--- src/rtl/core/kpg_pkg.sv ---
// ----------------------------------------------------------------------------
// kpg_pkg
// Shared widths, register indexes and the cell control bundle of the
// k-permutation generator.
// ----------------------------------------------------------------------------
package kpg_pkg;

  // tuple positions held by the cell ring (one cell per position)
  localparam int NUM_POS = 8;
  localparam int IDX_W   = $clog2(NUM_POS);
  // width of one tuple value and of each configuration register
  localparam int VAL_W   = 4;
  // configuration write index width (leaves room for unmapped indexes)
  localparam int CFG_IDX_W = 2;
  // default size of the value set
  localparam int DEF_MAX_VALUES = 8;

  // configuration register indexes
  localparam logic [CFG_IDX_W-1:0] REG_N_VALUES   = CFG_IDX_W'(0);
  localparam logic [CFG_IDX_W-1:0] REG_PICK_COUNT = CFG_IDX_W'(1);

  // control bundle driven to every cell of the ring
  typedef struct packed {
    logic clear;  // zero the cell
    logic up;     // take the value of the next cell (ring turns toward higher positions)
    logic dn;     // take the value of the previous cell
  } cell_ctl_t;

endpackage

--- src/rtl/core/kpg_if.sv ---
// ----------------------------------------------------------------------------
// kpg_if
// Valid/ready channels of the k-permutation generator: request, result and
// configuration write.
// ----------------------------------------------------------------------------
interface kpg_req_if;
  logic valid;
  logic ready;
  logic restart;

  modport source (output valid, output restart, input ready);
  modport sink   (input valid, input restart, output ready);
endinterface

interface kpg_res_if;
  logic                    valid;
  logic                    ready;
  logic [kpg_pkg::VAL_W-1:0] pos0;
  logic [kpg_pkg::VAL_W-1:0] pos1;
  logic [kpg_pkg::VAL_W-1:0] pos2;
  logic [kpg_pkg::VAL_W-1:0] pos3;
  logic [kpg_pkg::VAL_W-1:0] pos4;
  logic [kpg_pkg::VAL_W-1:0] pos5;
  logic [kpg_pkg::VAL_W-1:0] pos6;
  logic [kpg_pkg::VAL_W-1:0] pos7;
  logic                    tuple_valid;
  logic                    last_tuple;

  modport source (output valid, output pos0, output pos1, output pos2, output pos3,
                  output pos4, output pos5, output pos6, output pos7,
                  output tuple_valid, output last_tuple, input ready);
  modport sink   (input valid, input pos0, input pos1, input pos2, input pos3,
                  input pos4, input pos5, input pos6, input pos7,
                  input tuple_valid, input last_tuple, output ready);
endinterface

interface kpg_cfg_if;
  logic                          valid;
  logic                          ready;
  logic [kpg_pkg::CFG_IDX_W-1:0] index;
  logic [kpg_pkg::VAL_W-1:0]     data;

  modport source (output valid, output index, output data, input ready);
  modport sink   (input valid, input index, input data, output ready);
endinterface

--- src/rtl/core/kpg_cell.sv ---
// ----------------------------------------------------------------------------
// kpg_cell
// One cell of the tuple ring: holds one tuple value and takes a neighbor's
// value whenever the ring turns.
// ----------------------------------------------------------------------------
module kpg_cell (
  input  logic                      clk,
  input  logic                      rst_n,
  input  kpg_pkg::cell_ctl_t        ctl,
  input  logic [kpg_pkg::VAL_W-1:0] from_next,
  input  logic [kpg_pkg::VAL_W-1:0] from_prev,
  output logic [kpg_pkg::VAL_W-1:0] value
);
  import kpg_pkg::*;

  logic [VAL_W-1:0] value_r;
  logic [VAL_W-1:0] value_nxt;

  // clear wins, then turn in either direction
  always_comb begin
    value_nxt = value_r;
    if (ctl.clear) begin
      value_nxt = '0;
    end else if (ctl.up) begin
      value_nxt = from_next;
    end else if (ctl.dn) begin
      value_nxt = from_prev;
    end
  end

  always_ff @(posedge clk) begin
    if (!rst_n) begin
      value_r <= '0;
    end else begin
      value_r <= value_nxt;
    end
  end

  assign value = value_r;

endmodule

--- src/rtl/core/k_permutation_generator.sv ---
// ----------------------------------------------------------------------------
// k_permutation_generator
// Lexicographic k-permutation generator built on a ring of value cells.
// ----------------------------------------------------------------------------
// Each request returns one ordered tuple of pick_count distinct values from
// 1..n_values (n_values capped at MAX_VALUES), in lexicographic order;
// restart (or the first request after reset or a register write) gives the
// first tuple. The tuple lives in a ring of eight cells that turns one step
// per cycle; a controller edits the head cell and keeps the used-value mask.
// A restart runs one fill step per position, then an end check and the
// issue. A next request runs an alignment step, one step per position
// scanned back from the right end, one fill step per position refilled after
// it, an end check and the issue. Once the final tuple has been flagged, or
// when no tuple exists, further requests answer "no tuple" until a restart.
// The issue cycle is held while the output register still holds a result
// that has not been taken. A new request is taken once the previous one has
// issued, even while its result still waits in the output register.
// ----------------------------------------------------------------------------
module k_permutation_generator #(
  parameter int MAX_VALUES = kpg_pkg::DEF_MAX_VALUES
) (
  input  logic clk,
  input  logic rst_n,
  kpg_req_if.sink   in_req,
  kpg_res_if.source out_res,
  kpg_cfg_if.sink   cfg_wr
);
  import kpg_pkg::*;

  // controller states
  localparam logic [2:0] ST_IDLE  = 3'd0;
  localparam logic [2:0] ST_FILL  = 3'd1;
  localparam logic [2:0] ST_ALIGN = 3'd2;
  localparam logic [2:0] ST_SCAN  = 3'd3;
  localparam logic [2:0] ST_DONE  = 3'd4;

  localparam logic [VAL_W-1:0] MAXV = VAL_W'(MAX_VALUES);

  logic [2:0]            state_r, state_nxt;
  logic [VAL_W-1:0]      pos_r, pos_nxt;        // logical position at the head cell
  logic [MAX_VALUES-1:0] mask_r, mask_nxt;
  logic                  started_r, started_nxt;
  logic                  exhausted_r, exhausted_nxt;
  logic                  res_valid_r, res_valid_nxt;
  logic [VAL_W-1:0]      n_raw_r, n_raw_nxt;
  logic [VAL_W-1:0]      k_r, k_nxt;

  logic                  out_valid_r, out_valid_nxt;
  logic                  out_tv_r, out_tv_nxt;
  logic                  out_last_r, out_last_nxt;
  logic [VAL_W-1:0]      out_pos_r   [NUM_POS];
  logic [VAL_W-1:0]      out_pos_nxt [NUM_POS];

  cell_ctl_t             ctl;
  logic [VAL_W-1:0]      cell_q  [NUM_POS];
  logic [VAL_W-1:0]      link    [NUM_POS];
  logic [VAL_W-1:0]      view    [NUM_POS];
  logic [VAL_W-1:0]      head_val;

  logic [VAL_W-1:0]      eff_n;
  logic                  in_acc;
  logic                  cfg_acc;
  logic                  out_free;
  logic [VAL_W-1:0]      lo;
  logic                  found;
  logic [VAL_W-1:0]      found_val;
  logic [MAX_VALUES-1:0] cur_bit;
  logic [MAX_VALUES-1:0] found_bit;
  logic                  last_c;

  assign eff_n    = (n_raw_r > MAXV) ? MAXV : n_raw_r;
  assign in_acc   = in_req.valid && in_req.ready;
  assign cfg_acc  = cfg_wr.valid && cfg_wr.ready;
  assign out_free = !out_valid_r || out_res.ready;

  assign in_req.ready = (state_r == ST_IDLE);
  assign cfg_wr.ready = 1'b1;

  // ring of cells; the head cell's outgoing value is replaced by the edit
  always_comb begin
    for (int i = 0; i < NUM_POS; i++) begin
      link[i] = cell_q[i];
    end
    link[0] = head_val;
  end

  for (genvar g = 0; g < NUM_POS; g++) begin : g_cell
    localparam int UP = (g + 1) % NUM_POS;
    localparam int DN = (g + NUM_POS - 1) % NUM_POS;
    kpg_cell u_cell (
      .clk       (clk),
      .rst_n     (rst_n),
      .ctl       (ctl),
      .from_next (link[UP]),
      .from_prev (link[DN]),
      .value     (cell_q[g])
    );
  end

  // logical view of the tuple: position p sits in cell (p - head position)
  always_comb begin
    for (int p = 0; p < NUM_POS; p++) begin
      view[p] = cell_q[IDX_W'(p) - pos_r[IDX_W-1:0]];
    end
  end

  // smallest free value above lo and not above n
  assign lo = (state_r == ST_SCAN) ? cell_q[0] : '0;
  always_comb begin
    found     = 1'b0;
    found_val = '0;
    found_bit = '0;
    cur_bit   = '0;
    for (int i = MAX_VALUES - 1; i >= 0; i--) begin
      if (!mask_r[i] && (VAL_W'(i + 1) > lo) && (VAL_W'(i + 1) <= eff_n)) begin
        found     = 1'b1;
        found_val = VAL_W'(i + 1);
        found_bit = MAX_VALUES'(1) << i;
      end
    end
    for (int i = 0; i < MAX_VALUES; i++) begin
      cur_bit[i] = (cell_q[0] == VAL_W'(i + 1));
    end
  end

  // final tuple is n, n-1, ... down the positions
  always_comb begin
    last_c = 1'b1;
    for (int p = 0; p < NUM_POS; p++) begin
      if ((VAL_W'(p) < k_r) && (view[p] != (eff_n - VAL_W'(p)))) begin
        last_c = 1'b0;
      end
    end
  end

  // sequencer
  always_comb begin
    state_nxt     = state_r;
    pos_nxt       = pos_r;
    mask_nxt      = mask_r;
    started_nxt   = started_r;
    exhausted_nxt = exhausted_r;
    res_valid_nxt = res_valid_r;
    n_raw_nxt     = n_raw_r;
    k_nxt         = k_r;
    out_valid_nxt = out_valid_r && !out_res.ready;
    out_tv_nxt    = out_tv_r;
    out_last_nxt  = out_last_r;
    out_pos_nxt   = out_pos_r;
    ctl           = '0;
    head_val      = cell_q[0];

    unique case (state_r)
      ST_IDLE: begin
        if (in_acc) begin
          if (in_req.restart || !started_r) begin
            started_nxt   = 1'b1;
            exhausted_nxt = 1'b0;
            ctl.clear     = 1'b1;
            mask_nxt      = '0;
            pos_nxt       = '0;
            if (k_r > eff_n) begin
              exhausted_nxt = 1'b1;
              res_valid_nxt = 1'b0;
              state_nxt     = ST_DONE;
            end else begin
              res_valid_nxt = 1'b1;
              state_nxt     = ST_FILL;
            end
          end else if (exhausted_r) begin
            res_valid_nxt = 1'b0;
            state_nxt     = ST_DONE;
          end else begin
            res_valid_nxt = 1'b1;
            state_nxt     = ST_ALIGN;
          end
        end
      end
      ST_FILL: begin
        if (pos_r == k_r) begin
          state_nxt = ST_DONE;
        end else begin
          head_val = found_val;
          mask_nxt = mask_r | found_bit;
          ctl.up   = 1'b1;
          pos_nxt  = pos_r + VAL_W'(1);
        end
      end
      ST_ALIGN: begin
        ctl.dn    = 1'b1;
        pos_nxt   = pos_r - VAL_W'(1);
        state_nxt = ST_SCAN;
      end
      ST_SCAN: begin
        if (found) begin
          head_val  = found_val;
          mask_nxt  = (mask_r & ~cur_bit) | found_bit;
          ctl.up    = 1'b1;
          pos_nxt   = pos_r + VAL_W'(1);
          state_nxt = ST_FILL;
        end else begin
          head_val = '0;
          mask_nxt = mask_r & ~cur_bit;
          if (pos_r == '0) begin
            // no successor: enumeration ends
            exhausted_nxt = 1'b1;
            res_valid_nxt = 1'b0;
            ctl.clear     = 1'b1;
            mask_nxt      = '0;
            state_nxt     = ST_DONE;
          end else begin
            ctl.dn  = 1'b1;
            pos_nxt = pos_r - VAL_W'(1);
          end
        end
      end
      ST_DONE: begin
        if (out_free) begin
          out_valid_nxt = 1'b1;
          out_tv_nxt    = res_valid_r;
          out_last_nxt  = res_valid_r && last_c;
          for (int p = 0; p < NUM_POS; p++) begin
            out_pos_nxt[p] = res_valid_r ? view[p] : '0;
          end
          if (res_valid_r && last_c) begin
            exhausted_nxt = 1'b1;
          end
          state_nxt = ST_IDLE;
        end
      end
      default: begin
        state_nxt = ST_IDLE;
      end
    endcase

    // register writes restart the enumeration
    if (cfg_acc) begin
      unique case (cfg_wr.index)
        REG_N_VALUES: begin
          n_raw_nxt     = cfg_wr.data;
          started_nxt   = 1'b0;
          exhausted_nxt = 1'b0;
        end
        REG_PICK_COUNT: begin
          k_nxt         = cfg_wr.data;
          started_nxt   = 1'b0;
          exhausted_nxt = 1'b0;
        end
        default: begin
        end
      endcase
    end
  end

  // control state
  always_ff @(posedge clk) begin
    if (!rst_n) begin
      state_r     <= ST_IDLE;
      pos_r       <= '0;
      mask_r      <= '0;
      started_r   <= 1'b0;
      exhausted_r <= 1'b0;
      res_valid_r <= 1'b0;
      n_raw_r     <= VAL_W'(4);
      k_r         <= VAL_W'(2);
      out_valid_r <= 1'b0;
    end else begin
      state_r     <= state_nxt;
      pos_r       <= pos_nxt;
      mask_r      <= mask_nxt;
      started_r   <= started_nxt;
      exhausted_r <= exhausted_nxt;
      res_valid_r <= res_valid_nxt;
      n_raw_r     <= n_raw_nxt;
      k_r         <= k_nxt;
      out_valid_r <= out_valid_nxt;
    end
  end

  // result payload
  always_ff @(posedge clk) begin
    out_tv_r   <= out_tv_nxt;
    out_last_r <= out_last_nxt;
    out_pos_r  <= out_pos_nxt;
  end

  assign out_res.valid       = out_valid_r;
  assign out_res.tuple_valid = out_tv_r;
  assign out_res.last_tuple  = out_last_r;
  assign out_res.pos0        = out_pos_r[0];
  assign out_res.pos1        = out_pos_r[1];
  assign out_res.pos2        = out_pos_r[2];
  assign out_res.pos3        = out_pos_r[3];
  assign out_res.pos4        = out_pos_r[4];
  assign out_res.pos5        = out_pos_r[5];
  assign out_res.pos6        = out_pos_r[6];
  assign out_res.pos7        = out_pos_r[7];

endmodule
--- src/flat_wrapper.sv ---
// flat-port wrapper written by rule: the top's interface ports become plain ports
module k_permutation_generator_flat import kpg_pkg::*;
#(
  parameter int MAX_VALUES = kpg_pkg::DEF_MAX_VALUES
)
  (clk, rst_n, in_req_valid, in_req_restart, in_req_ready, out_res_valid, out_res_pos0, out_res_pos1, out_res_pos2, out_res_pos3, out_res_pos4, out_res_pos5, out_res_pos6, out_res_pos7, out_res_tuple_valid, out_res_last_tuple, out_res_ready, cfg_wr_valid, cfg_wr_index, cfg_wr_data, cfg_wr_ready);
  kpg_req_if in_req_i ();
  kpg_res_if out_res_i ();
  kpg_cfg_if cfg_wr_i ();
  input  logic clk;
  input  logic rst_n;
  input wire logic [$bits(in_req_i.valid)-1:0] in_req_valid;
  input wire logic [$bits(in_req_i.restart)-1:0] in_req_restart;
  output wire logic [$bits(in_req_i.ready)-1:0] in_req_ready;
  output wire logic [$bits(out_res_i.valid)-1:0] out_res_valid;
  output wire logic [$bits(out_res_i.pos0)-1:0] out_res_pos0;
  output wire logic [$bits(out_res_i.pos1)-1:0] out_res_pos1;
  output wire logic [$bits(out_res_i.pos2)-1:0] out_res_pos2;
  output wire logic [$bits(out_res_i.pos3)-1:0] out_res_pos3;
  output wire logic [$bits(out_res_i.pos4)-1:0] out_res_pos4;
  output wire logic [$bits(out_res_i.pos5)-1:0] out_res_pos5;
  output wire logic [$bits(out_res_i.pos6)-1:0] out_res_pos6;
  output wire logic [$bits(out_res_i.pos7)-1:0] out_res_pos7;
  output wire logic [$bits(out_res_i.tuple_valid)-1:0] out_res_tuple_valid;
  output wire logic [$bits(out_res_i.last_tuple)-1:0] out_res_last_tuple;
  input wire logic [$bits(out_res_i.ready)-1:0] out_res_ready;
  input wire logic [$bits(cfg_wr_i.valid)-1:0] cfg_wr_valid;
  input wire logic [$bits(cfg_wr_i.index)-1:0] cfg_wr_index;
  input wire logic [$bits(cfg_wr_i.data)-1:0] cfg_wr_data;
  output wire logic [$bits(cfg_wr_i.ready)-1:0] cfg_wr_ready;
  assign in_req_i.valid = in_req_valid;
  assign in_req_i.restart = in_req_restart;
  assign in_req_ready = in_req_i.ready;
  assign out_res_valid = out_res_i.valid;
  assign out_res_pos0 = out_res_i.pos0;
  assign out_res_pos1 = out_res_i.pos1;
  assign out_res_pos2 = out_res_i.pos2;
  assign out_res_pos3 = out_res_i.pos3;
  assign out_res_pos4 = out_res_i.pos4;
  assign out_res_pos5 = out_res_i.pos5;
  assign out_res_pos6 = out_res_i.pos6;
  assign out_res_pos7 = out_res_i.pos7;
  assign out_res_tuple_valid = out_res_i.tuple_valid;
  assign out_res_last_tuple = out_res_i.last_tuple;
  assign out_res_i.ready = out_res_ready;
  assign cfg_wr_i.valid = cfg_wr_valid;
  assign cfg_wr_i.index = cfg_wr_index;
  assign cfg_wr_i.data = cfg_wr_data;
  assign cfg_wr_ready = cfg_wr_i.ready;
  k_permutation_generator #(.MAX_VALUES(MAX_VALUES)) u_core (.clk(clk), .rst_n(rst_n), .in_req(in_req_i), .out_res(out_res_i), .cfg_wr(cfg_wr_i));
endmodule
--- config.mk ---
export PLATFORM = sky130hd
export DESIGN_NAME = k_permutation_generator_flat
export DESIGN_NICKNAME = d
export VERILOG_FILES = /design/src/rtl/core/kpg_pkg.sv /design/src/rtl/core/kpg_if.sv /design/src/rtl/core/kpg_cell.sv /design/src/rtl/core/k_permutation_generator.sv /design/src/flat_wrapper.sv
export SDC_FILE = /design/constraint.sdc
export NUM_CORES = 1
export LEC_CHECK = 0
export BUFFER_PORTS_ARGS = -buffer_cell sky130_fd_sc_hd__buf_2
export CELL_PAD_IN_SITES_DETAIL_PLACEMENT = 1
export CELL_PAD_IN_SITES_GLOBAL_PLACEMENT = 1
export CORE_MARGIN = 10
export CORE_UTILIZATION = 41
export CTS_CLUSTER_DIAMETER = 200
export DETAILED_ROUTE_END_ITERATION = 12
export PLACE_DENSITY_LB_ADDON = 0.05
export SYNTH_ARGS = -nofsm -noshare
export SYNTH_HDL_FRONTEND = slang
export SYNTH_SLANG_ARGS = --single-unit
--- constraint.sdc ---
create_clock -name clk -period 3.6 [get_ports clk]
set_input_delay 0.72 -clock clk [delete_from_list [all_inputs] [get_ports clk]]
set_output_delay 0.72 -clock clk [all_outputs]
set_load 0.005 [all_outputs]
==> results by group, run 1 <==
Die
  • # IOs: 49
  • Die height: 156 µm
  • Die area: 0.0244 mm²
  • FP Rows: 49
  • Die W: 156 µm
  • Core area: 0.0181 mm²
  • Starting density of the core: 42.0%

Logic synthesis
  • Post-synth net total: 842
  • Cell variety after synth: 78
  • Most frequent cell after synthesis: nor2_1
  • Synth area leaders: dfxtp_1 16%, edfxtp_1 13%, mux4_2 12%
  • Most used DFF post-synth: dfxtp_1
  • Number of synthesized flops with an enable pin: 34
  • Synth top area share: 15.5%
  • Syn Std Cell Area: 0.00760 mm²
  • Sequential fraction of the synthesis area: 29.0%
  • Synth Register Bits: 93
  • Synth Instances: 812
  • Biggest area consumer among synthesized cells: dfxtp_1
  • Commonest cells in the netlist: 91 x nor2_1, 76 x mux2i_1, 59 x dfxtp_1, 59 x nand2_1, 42 x clkbuf_1
  • Syn Area/Cell: 9.35 µm²
  • Synthesis warning total: 0
  • Ys async rst share: 0%

Layout
  • Fill cells: 2,068
  • Register area: 0.00220 mm²
  • Non-Filler Instances: 1,072
  • Area of the multi-input gates: 0.00492 mm²
  • Share of cells above drive strength 1: 21.0%
  • Design area: 0.00842 mm²
  • Final #Nets: 867
  • P&R area growth vs syn: 10.8%

Placement
  • Dpl cells: 1,055
  • Final HPWL from detailed placement: 19.6 mm
  • I/O Buffers: 47
  • GPL Wtd Cong: 0.937
  • Pre-CTS setup slack: 0.269 ns
  • Area after DPL: 0.00810 mm²

Timing
  • Slew margin rel.: 11.2%
  • Fin crit share: 89.9%
  • Tmin final: 3.24 ns
  • Final Slew Violations: 0
  • Tightest Pin Transition: 1.33 ns
  • Final hold vios: 0
  • Setup TNS: 0 ns
  • Max frequency: 0.309 GHz
  • RSZ-0062 raised after global routing: no
  • Setup-failing EPs final: 0
  • Post-route setup slack: 0.363 ns
  • Clock Skew: 0.00977 ns

Setup path
  • Setup Crit Path Kind: reg2reg
  • WP buf/inv: 3
  • Slowest CP cell: or3b_1
  • CP Capture Type: flip-flop
  • CP peak stage delay: 0.37 ns
  • Critical Path RT: 3.86 ns
  • Top delay family on crit path: compound AO/OA/AOI/OAI gates
  • CP max FO: 33
  • Worst setup SP type: flip-flop
  • Cells along the critical path: inv_1 > nand2_1 > inv_1 > ha_1 > or3b_1 > a21oi_1 > a21oi_1 > and3b_2 > a31oi_1 > or2_2 > buf_12 > o21ai_0 > a211oi_1
  • Crit path DAT: 3.50 ns

Route
  • Via density per instance: 6.20
  • Via count: 6,651
  • WL final: 26.2 mm
  • DR pass1 iterations: 5
  • DRT iter0 DRCs: 392
  • Post-route antenna net violation count: 0
  • Average wire per standard cell: 24.4 µm
  • DRC: 0

Pwr
  • Peak supply drop: 0.351 mV
  • PwrDens: 680 mW/mm²
  • Internal: 0.00312 W
  • Leakage: 3.31 nW
  • Sw frac: 45.4%
  • Switching power: 0.00260 W
  • Seq pwr share: 30.3%
  • Gate power share: 51.8%
  • Clock share of power: 17.9%

CTS
  • CTS Buf Count: 9
  • Root buffer cell: clkbuf_16
  • # clock sinks: 93
  • CTS tree: yes
  • CTS clk-pin slew, worst paths: 0.07 ns
  • CTS Hold Bufs: 0
  • Setup Fix Bufs, Post-CTS: 0
  • Clock H-tree levels: 3
  • Bufs on Longest Clock Path: 2
  • Worst-skew pair later-pin latency: 0.36 ns
  • PostCTS Resize Cnt: 0

GRT
  • Gr usage total: 21.5%
  • Initial antenna violation count: 1
  • Vias in the first global route: 6,934
  • Total congestion overflow: 0
  • Largest net degree at the start of global routing: 61
  • First-pass GRT wire length: 41.2 mm
  • GR Util met3: 3.67%
  • GRT busiest layer: met2
  • Met1 GRT Util: 29.0%
  • Met2 usage: 34.8%

Status
  • Status: finished clean

Job
  • Total of max-cap violations: 0

Hold path
  • Worst Hold Class: reg2reg
kinds of logic (layout without fill, tap and decap cells):
logic type	after synthesis	in the layout	synth area share, %
mux	129	129	24.4
simple gates	266	266	17.4
xor+xnor	35	35	4.13
fa+ha+maj	18	18	2.96
compound gates	172	172	15.6
flops	93	93	29.0
buf+inv	98	128	6.39
other cells	1	2	0.0494
state kept, by name, summed over array words and instances, names as in the netlist, 3 cells and up:
| register | count |
|---|---|
| u_core.k_r | 4 |
| u_core.out_res.pos7 | 4 |
| u_core.out_res.pos1 | 4 |
| u_core.state_r | 3 |
| u_core.g_cell.u_cell.value | 32 |
| u_core.out_res.pos6 | 4 |
| u_core.out_res.pos5 | 4 |
| u_core.n_raw_r | 4 |
| u_core.out_res.pos2 | 4 |
| u_core.out_res.pos4 | 4 |
| u_core.pos_r | 4 |
| u_core.out_res.pos3 | 4 |
| u_core.mask_r | 8 |
| u_core.out_res.pos0 | 4 |
power by group through the flow:
stage	logic, W	registers, W	clock network [W]
detailed placement	0.00293	0.00174	0
floorplan	0.00224	0.00148	0
global placement	0.00285	0.00173	0
global route	0.00326	0.00177	0.00108
CTS	0.00295	0.00172	0.00104
finish	0.00297	0.00173	0.00102
tightest hold or removal path: cells and delay by family, from the launching register on:
| kind | cells | cell delay (ns) |
|---|---|---|
| compound gates | 1 | 0.04 |
| flops | 1 | 0.34 |
| simple gates | 1 | 0.08 |
layer usage:
layer / share of wire [%] / wire [µm]
met1: 46 / 12100
met2: 47 / 12400
met3: 4.8 / 1250
met4: 1.9 / 494
met5: 0 / 0
layout by cell type, fill, tap and decap left out, types with 17 or more instances in the layout:
master,netlist,routed
ha_1,18,17
xnor2_1,24,24
dfxtp_1,59,57
mux2i_1,76,76
nor3_1,25,25
buf_4,4,44
edfxtp_1,34,34
a21oi_1,37,37
o21ai_0,28,28
buf_2,19,47
a211oi_1,38,38
mux4_2,39,39
nor3b_1,20,20
nor2_1,91,91
nand2_1,59,59
area by class of cell:
| cell class | count | area share, % |
|---|---|---|
| sequential | 93 | 26.2 |
| clock buffer | 11 | 3.14 |
| inverter | 18 | 0.802 |
| multi-input combinational | 621 | 58.5 |
| timing repair buffer | 94 | 7.43 |
| tap | 229 | 3.40 |
| clock inverter | 5 | 0.535 |
| antenna | 1 | 0.0297 |
path summary, 6_finish.rpt:
check                                                    start                                            end  slack (ns)  cells past startpoint
worst max-delay path            u_core.n_raw_r[3]$_SDFFE_PN0P_  u_core.g_cell[1].u_cell.value[3]$_SDFFE_PP0P_        0.36                     13
worst min-delay path               u_core.started_r$_SDFF_PN0_                    u_core.started_r$_SDFF_PN0_        0.50                      2
worst max register to register  u_core.n_raw_r[3]$_SDFFE_PN0P_  u_core.g_cell[1].u_cell.value[3]$_SDFFE_PP0P_        0.36                     13
worst min register to register     u_core.started_r$_SDFF_PN0_                    u_core.started_r$_SDFF_PN0_        0.50                      2
per-stage QoR:
step | util (%) | hold slack, ns | power [W]
after floorplan | - | 0.438 | 0.00372
after global placement | 44.8 | 0.456 | 0.00457
after detailed placement | 44.8 | 0.479 | 0.00467
after CTS | 46.5 | 0.497 | 0.00570
after global routing | 46.5 | 0.553 | 0.00611
final | 46.6 | 0.499 | 0.00572
(Power assumes the default switching activity.)
==> run 2: changes to the inputs <==
--- a/config.mk
+++ b/config.mk
@@ -12,7 +12,7 @@
 export CORE_UTILIZATION = 41
 export CTS_CLUSTER_DIAMETER = 200
 export DETAILED_ROUTE_END_ITERATION = 12
-export PLACE_DENSITY_LB_ADDON = 0.05
+export PLACE_DENSITY = 0.75
 export SYNTH_ARGS = -nofsm -noshare
 export SYNTH_HDL_FRONTEND = slang
 export SYNTH_SLANG_ARGS = --single-unit
==> run 2 against run 1 <==
  * Hold slack worse by 0.013 ns
  * Core utilization is 0.12 points higher
  * Combinational power hardly changed
  * Critical endpoint is now u_core.g_cell[7].u_cell.value[3]$_SDFFE_PP0P_
  * Non-clock buffer count is 3 lower
==> results by group, run 2 (same netlist as run 1, synthesis figures left out) <==
Status
  • Status: finished clean

GRT
  • Largest net degree at the start of global routing: 61
  • Vias in the first global route: 6,720
  • Total congestion overflow: 0
  • First-pass GRT wire length: 39.0 mm
  • Initial antenna violation count: 0
  • Gr usage total: 20.1%

Die
  • Starting density of the core: 42.0%
  • Die W: 156 µm
  • FP Rows: 49
  • Core area: 0.0181 mm²
  • Die area: 0.0244 mm²
  • # IOs: 49
  • Die height: 156 µm

CTS
  • # clock sinks: 93
  • Root buffer cell: clkbuf_16
  • Worst-skew pair later-pin latency: 0.36 ns
  • Clock H-tree levels: 3
  • CTS tree: yes
  • CTS clk-pin slew, worst paths: 0.07 ns
  • Bufs on Longest Clock Path: 2
  • CTS Buf Count: 9
  • CTS Hold Bufs: 0

Pwr
  • Internal: 0.00326 W
  • Clock share of power: 18.8%
  • Peak supply drop: 0.269 mV
  • Switching power: 0.00254 W
  • Seq pwr share: 29.6%
  • PwrDens: 687 mW/mm²
  • Leakage: 3.31 nW
  • Sw frac: 43.8%
  • Gate power share: 51.7%

Route
  • Post-route antenna net violation count: 0
  • DRC: 0
  • Via count: 6,796
  • Via density per instance: 6.36
  • WL final: 24.6 mm
  • DRT iter0 DRCs: 588
  • DR pass1 iterations: 7
  • Average wire per standard cell: 23.0 µm

Setup path
  • CP Capture Type: flip-flop
  • Crit path DAT: 3.67 ns
  • Setup Crit Path Kind: reg2reg
  • Worst reg2reg startpoint: u_core.n_raw_r[3]$_SDFFE_PN0P_
  • R2R cell count: 12
  • RR Endpoint: u_core.g_cell[7].u_cell.value[3]$_SDFFE_PP0P_
  • Worst setup SP type: flip-flop
  • CP startpoint: u_core.n_raw_r[3]$_SDFFE_PN0P_
  • R2R setup slack: 0.17 ns
  • Critical Path RT: 3.85 ns
  • CP max FO: 28

Job
  • Total of max-cap violations: 0

Layout
  • Most common cell after layout, fill and taps aside: nor2_1
  • Ant. Diodes: 0
  • Highest-count cells in the layout ignoring fill and taps: 91 x nor2_1, 76 x mux2i_1, 59 x nand2_1, 57 x dfxtp_1, 47 x buf_2
  • Design area: 0.00844 mm²
  • Final #Nets: 864
  • P&R area growth vs syn: 11.1%
  • Non-Filler Instances: 1,068
  • Share of cells above drive strength 1: 20.6%
  • Fin util: 46.7%
  • Number of flip-flops under the largest register name: 32

Hold path
  • Worst Hold Class: reg2reg
  • Hold Crit Endpoint: u_core.started_r$_SDFF_PN0_
  • Worst Hold Depth: 2
  • Worst Hold Launch: u_core.started_r$_SDFF_PN0_

Timing
  • Clock Skew: 0.00948 ns
  • Final hold vios: 0
  • Max frequency: 0.292 GHz
  • Post-route setup slack: 0.174 ns
  • Setup TNS: 0 ns
  • Final Slew Violations: 0
  • Setup-failing EPs final: 0
  • Fin crit share: 95.2%
  • Tightest Pin Transition: 0.810 ns
  • Tmin final: 3.43 ns
  • RSZ-0062 raised after global routing: no
  • Slew margin rel.: 46.0%

Placement
  • I/O Buffers: 47
  • Area after DPL: 0.00804 mm²
  • Pre-CTS setup slack: 0.150 ns
  • Dpl cells: 1,046
  • Final HPWL from detailed placement: 17.8 mm
  • GPL Wtd Cong: 0.914
-- run 2: cell types whose count changed in the layout (fill, tap and decap cells not counted), sizes merged --
| cell | delta |
|---|---|
| bufinv | +2 |
| diode | -1 |
| inv | -2 |
| buf | -3 |
-- run 2: how the worst max path moves through the flow --
stage,to,slack [ns],cells past startpoint
6_report,u_core.g_cell[7].u_cell.value[3]$_SDFFE_PP0P_,0.17,12
5_1_grt,u_core.g_cell[7].u_cell.value[3]$_SDFFE_PP0P_,0.03,11
4_1_cts,u_core.exhausted_r$_SDFF_PN0_,0.03,11
3_5_place_dp,u_core.exhausted_r$_SDFF_PN0_,0.15,11
3_3_place_gp,u_core.exhausted_r$_SDFF_PN0_,0.36,11
2_1_floorplan,u_core.exhausted_r$_SDFF_PN0_,0.1,16
-- run 2: routing by layer --
metal / part of all wire [%] / global-route usage [%] / vias up
li1: - / - / 3069
met3: 6.2 / 3.80 / 68
met5: 0 / 0 / -
met2: 47 / 31.8 / 258
met1: 43 / 26.3 / 3401
met4: 3.5 / 8.27 / 0
-- run 2: critical path, stage by stage (launching register included) --
cell      delay, ns
dfxtp_1        0.44
nand2b_1       0.21
inv_2          0.06
ha_1           0.22
nor3_1         0.57
a211oi_4       0.14
a21oi_4        0.17
and3b_2        0.25
a31oi_1        0.11
or2_2          0.41
buf_12         0.22
mux2i_1        0.15
a211oi_1       0.34
-- run 2: per-stage QoR --
| step | power [W] | hold slack (ns) |
|---|---|---|
| floorplan | 0.00372 | 0.438 |
| global placement | 0.00452 | 0.462 |
| detailed placement | 0.00460 | 0.471 |
| CTS | 0.00571 | 0.489 |
| global route | 0.00615 | 0.505 |
| finish | 0.00580 | 0.486 |
-- run 2: timing repair --
action                                  4_1_cts  5_1_grt
gates resized for setup                       0        4
setup buffers                                 0        6
endpoints found under the setup margin        0        2
-- run 2: area by class of cell --
| cell class | instances | area (µm²) |
|---|---|---|
| fillers | 2064 | 9650 |
| multi-input cells | 621 | 4930 |
| flip-flops and latches | 93 | 2200 |
| repair buffers | 91 | 619 |
| well taps | 229 | 287 |
| clock buffers | 11 | 254 |
| clock inverters | 5 | 80.1 |
| inverters | 18 | 67.6 |
-- run 2: power groups by stage --
stage	Sequential, W	Combinational [W]	Clock (W)
2_1_floorplan	0.00148	0.00224	0
3_3_place_gp	0.00172	0.00281	0
3_5_place_dp	0.00172	0.00288	0
4_1_cts	0.00170	0.00290	0.00111
5_1_grt	0.00175	0.00326	0.00114
6_report	0.00172	0.00299	0.00109
==> run 3: changes to the inputs <==
--- a/config.mk
+++ b/config.mk
@@ -8,6 +8,7 @@
 export BUFFER_PORTS_ARGS = -buffer_cell sky130_fd_sc_hd__buf_2
 export CELL_PAD_IN_SITES_DETAIL_PLACEMENT = 1
 export CELL_PAD_IN_SITES_GLOBAL_PLACEMENT = 1
+export CORE_ASPECT_RATIO = 0.6
 export CORE_MARGIN = 10
 export CORE_UTILIZATION = 41
 export CTS_CLUSTER_DIAMETER = 200
==> run 3 against run 2 <==
  * Critical endpoint is now u_core.g_cell[6].u_cell.value[2]$_SDFFE_PP0P_
  * Largest cell class unchanged
  * Routed wire length rose by 7.9%
  * Clock power barely moved
  * Via count rose by 0.15%
  * Count of clock-buffer cells in the layout rose by 3
  * Design area fell by 0.24%
  * Setup slack got worse by 0.027 ns
  * Power rose by 0.28%
  * Maximum frequency fell by 0.79%
==> results by group, run 3 (same netlist as run 1, synthesis figures left out) <==
Placement
  • Dpl cells: 1,063
  • Pre-CTS setup slack: 0.308 ns
  • Final HPWL from detailed placement: 19.6 mm
  • I/O Buffers: 47
  • GPL Wtd Cong: 0.989

Die
  • FP Rows: 38
  • Die W: 196 µm
  • Die height: 125 µm
  • # IOs: 49
  • Starting density of the core: 41.9%
  • Core area: 0.0181 mm²
  • Die area: 0.0246 mm²

Layout
  • P&R area growth vs syn: 10.9%
  • Number of flip-flops under the largest register name: 32
  • Fin util: 46.5%
  • Most common cell after layout, fill and taps aside: nor2_1
  • Share of cells above drive strength 1: 20.4%
  • Highest-count cells in the layout ignoring fill and taps: 91 x nor2_1, 76 x mux2i_1, 59 x nand2_1, 57 x dfxtp_1, 47 x buf_2
  • Final #Nets: 864
  • Non-Filler Instances: 1,079
  • Ant. Diodes: 0
  • Fill cells: 2,096

GRT
  • Total congestion overflow: 0
  • Initial antenna violation count: 0
  • First-pass GRT wire length: 41.0 mm
  • Gr usage total: 21.1%
  • Vias in the first global route: 6,787
  • Met1 GRT Util: 31.2%
  • GRT busiest layer: met1
  • Largest net degree at the start of global routing: 40
  • Met2 usage: 28.6%
  • GR Util met3: 7.23%

CTS
  • Clock H-tree levels: 3
  • Worst-skew pair later-pin latency: 0.37 ns
  • Setup Fix Bufs, Post-CTS: 0
  • Bufs on Longest Clock Path: 2
  • # clock sinks: 93
  • CTS tree: yes
  • PostCTS Resize Cnt: 0
  • CTS clk-pin slew, worst paths: 0.07 ns
  • CTS Hold Bufs: 0
  • Root buffer cell: clkbuf_16
  • CTS Buf Count: 9

Timing
  • Setup TNS: 0 ns
  • Max frequency: 0.290 GHz
  • Tightest Pin Transition: 1.33 ns
  • Setup-failing EPs final: 0
  • RSZ-0062 raised after global routing: no
  • Post-route setup slack: 0.147 ns
  • Final Slew Violations: 0
  • Fin crit share: 95.9%
  • Tmin final: 3.45 ns
  • Slew margin rel.: 10.9%
  • Clock Skew: 0.0105 ns
  • Final hold vios: 0

Setup path
  • Slowest CP cell: nor3_1
  • Crit path DAT: 3.72 ns
  • CP max FO: 33
  • Top delay family on crit path: simple AND/OR/NAND/NOR gates
  • CP peak stage delay: 0.70 ns
  • CP Capture Type: flip-flop
  • Cells along the critical path: nand2b_1 > inv_2 > ha_1 > nor3_1 > a211oi_4 > a21oi_4 > and3b_2 > a31oi_1 > or2_2 > buf_12 > mux2i_1 > a211oi_1
  • R2R setup slack: 0.15 ns
  • WP buf/inv: 2
  • Worst setup SP type: flip-flop
  • Critical Path RT: 3.87 ns
  • Setup Crit Path Kind: reg2reg

Route
  • DR pass1 iterations: 7
  • DRC: 0
  • WL final: 26.5 mm
  • Via density per instance: 6.31
  • Via count: 6,806
  • DRT iter0 DRCs: 664
  • Post-route antenna net violation count: 0
  • Average wire per standard cell: 24.6 µm

Pwr
  • Peak supply drop: 0.369 mV
  • PwrDens: 690 mW/mm²
  • Pwr Total: 0.00581 W
  • Leakage: 3.29 nW

Status
  • Status: finished clean

Hold path
  • Worst Hold Class: reg2reg

Job
  • Total of max-cap violations: 0
[run 3: per-layer routing]
metal | part of all wire [%] | up-vias | wire length (µm)
li1 | - | 3069 | -
met1 | 49 | 3436 | 13100
met2 | 40 | 276 | 10600
met3 | 9.7 | 23 | 2570
met4 | 0.84 | 2 | 223
met5 | 0.26 | - | 69
[run 3: final timing paths]
path,from,to,cells after the start
worst max-delay path,u_core.n_raw_r[3]$_SDFFE_PN0P_,u_core.g_cell[6].u_cell.value[2]$_SDFFE_PP0P_,12
worst min-delay path,u_core.started_r$_SDFF_PN0_,u_core.started_r$_SDFF_PN0_,2
worst max register to register,u_core.n_raw_r[3]$_SDFFE_PN0P_,u_core.g_cell[6].u_cell.value[2]$_SDFFE_PP0P_,12
worst min register to register,u_core.started_r$_SDFF_PN0_,u_core.started_r$_SDFF_PN0_,2
[run 3: cell type report]
class / count / area, µm² / area share [%]
clock inverters: 2 / 37.5 / 0.446
well taps: 240 / 300 / 3.57
inverters: 18 / 67.6 / 0.802
flip-flops and latches: 93 / 2200 / 26.2
multi-input cells: 621 / 4910 / 58.3
clock buffers: 14 / 297 / 3.52
repair buffers: 91 / 603 / 7.16
[run 3: worst min-delay path, stage by stage, from the launching register on]
cell,delay (ns)
dfxtp_1,0.33
a21oi_1,0.04
nor2_1,0.07
[run 3: power by group]
part | internal (W) | leakage [nW] | switching (W)
clock | 0.000643 | 0.159 | 0.000440
sequential | 0.00133 | 0.800 | 0.000417
combinational | 0.00123 | 2.34 | 0.00175
[run 3: metrics by stage]
stage / cell area [µm²] / hold slack, ns
floorplan: 7600 / 0.438
global placement: 8090 / 0.459
detailed placement: 8090 / 0.478
CTS: 8420 / 0.494
global route: 8420 / 0.516
finish: 8420 / 0.484
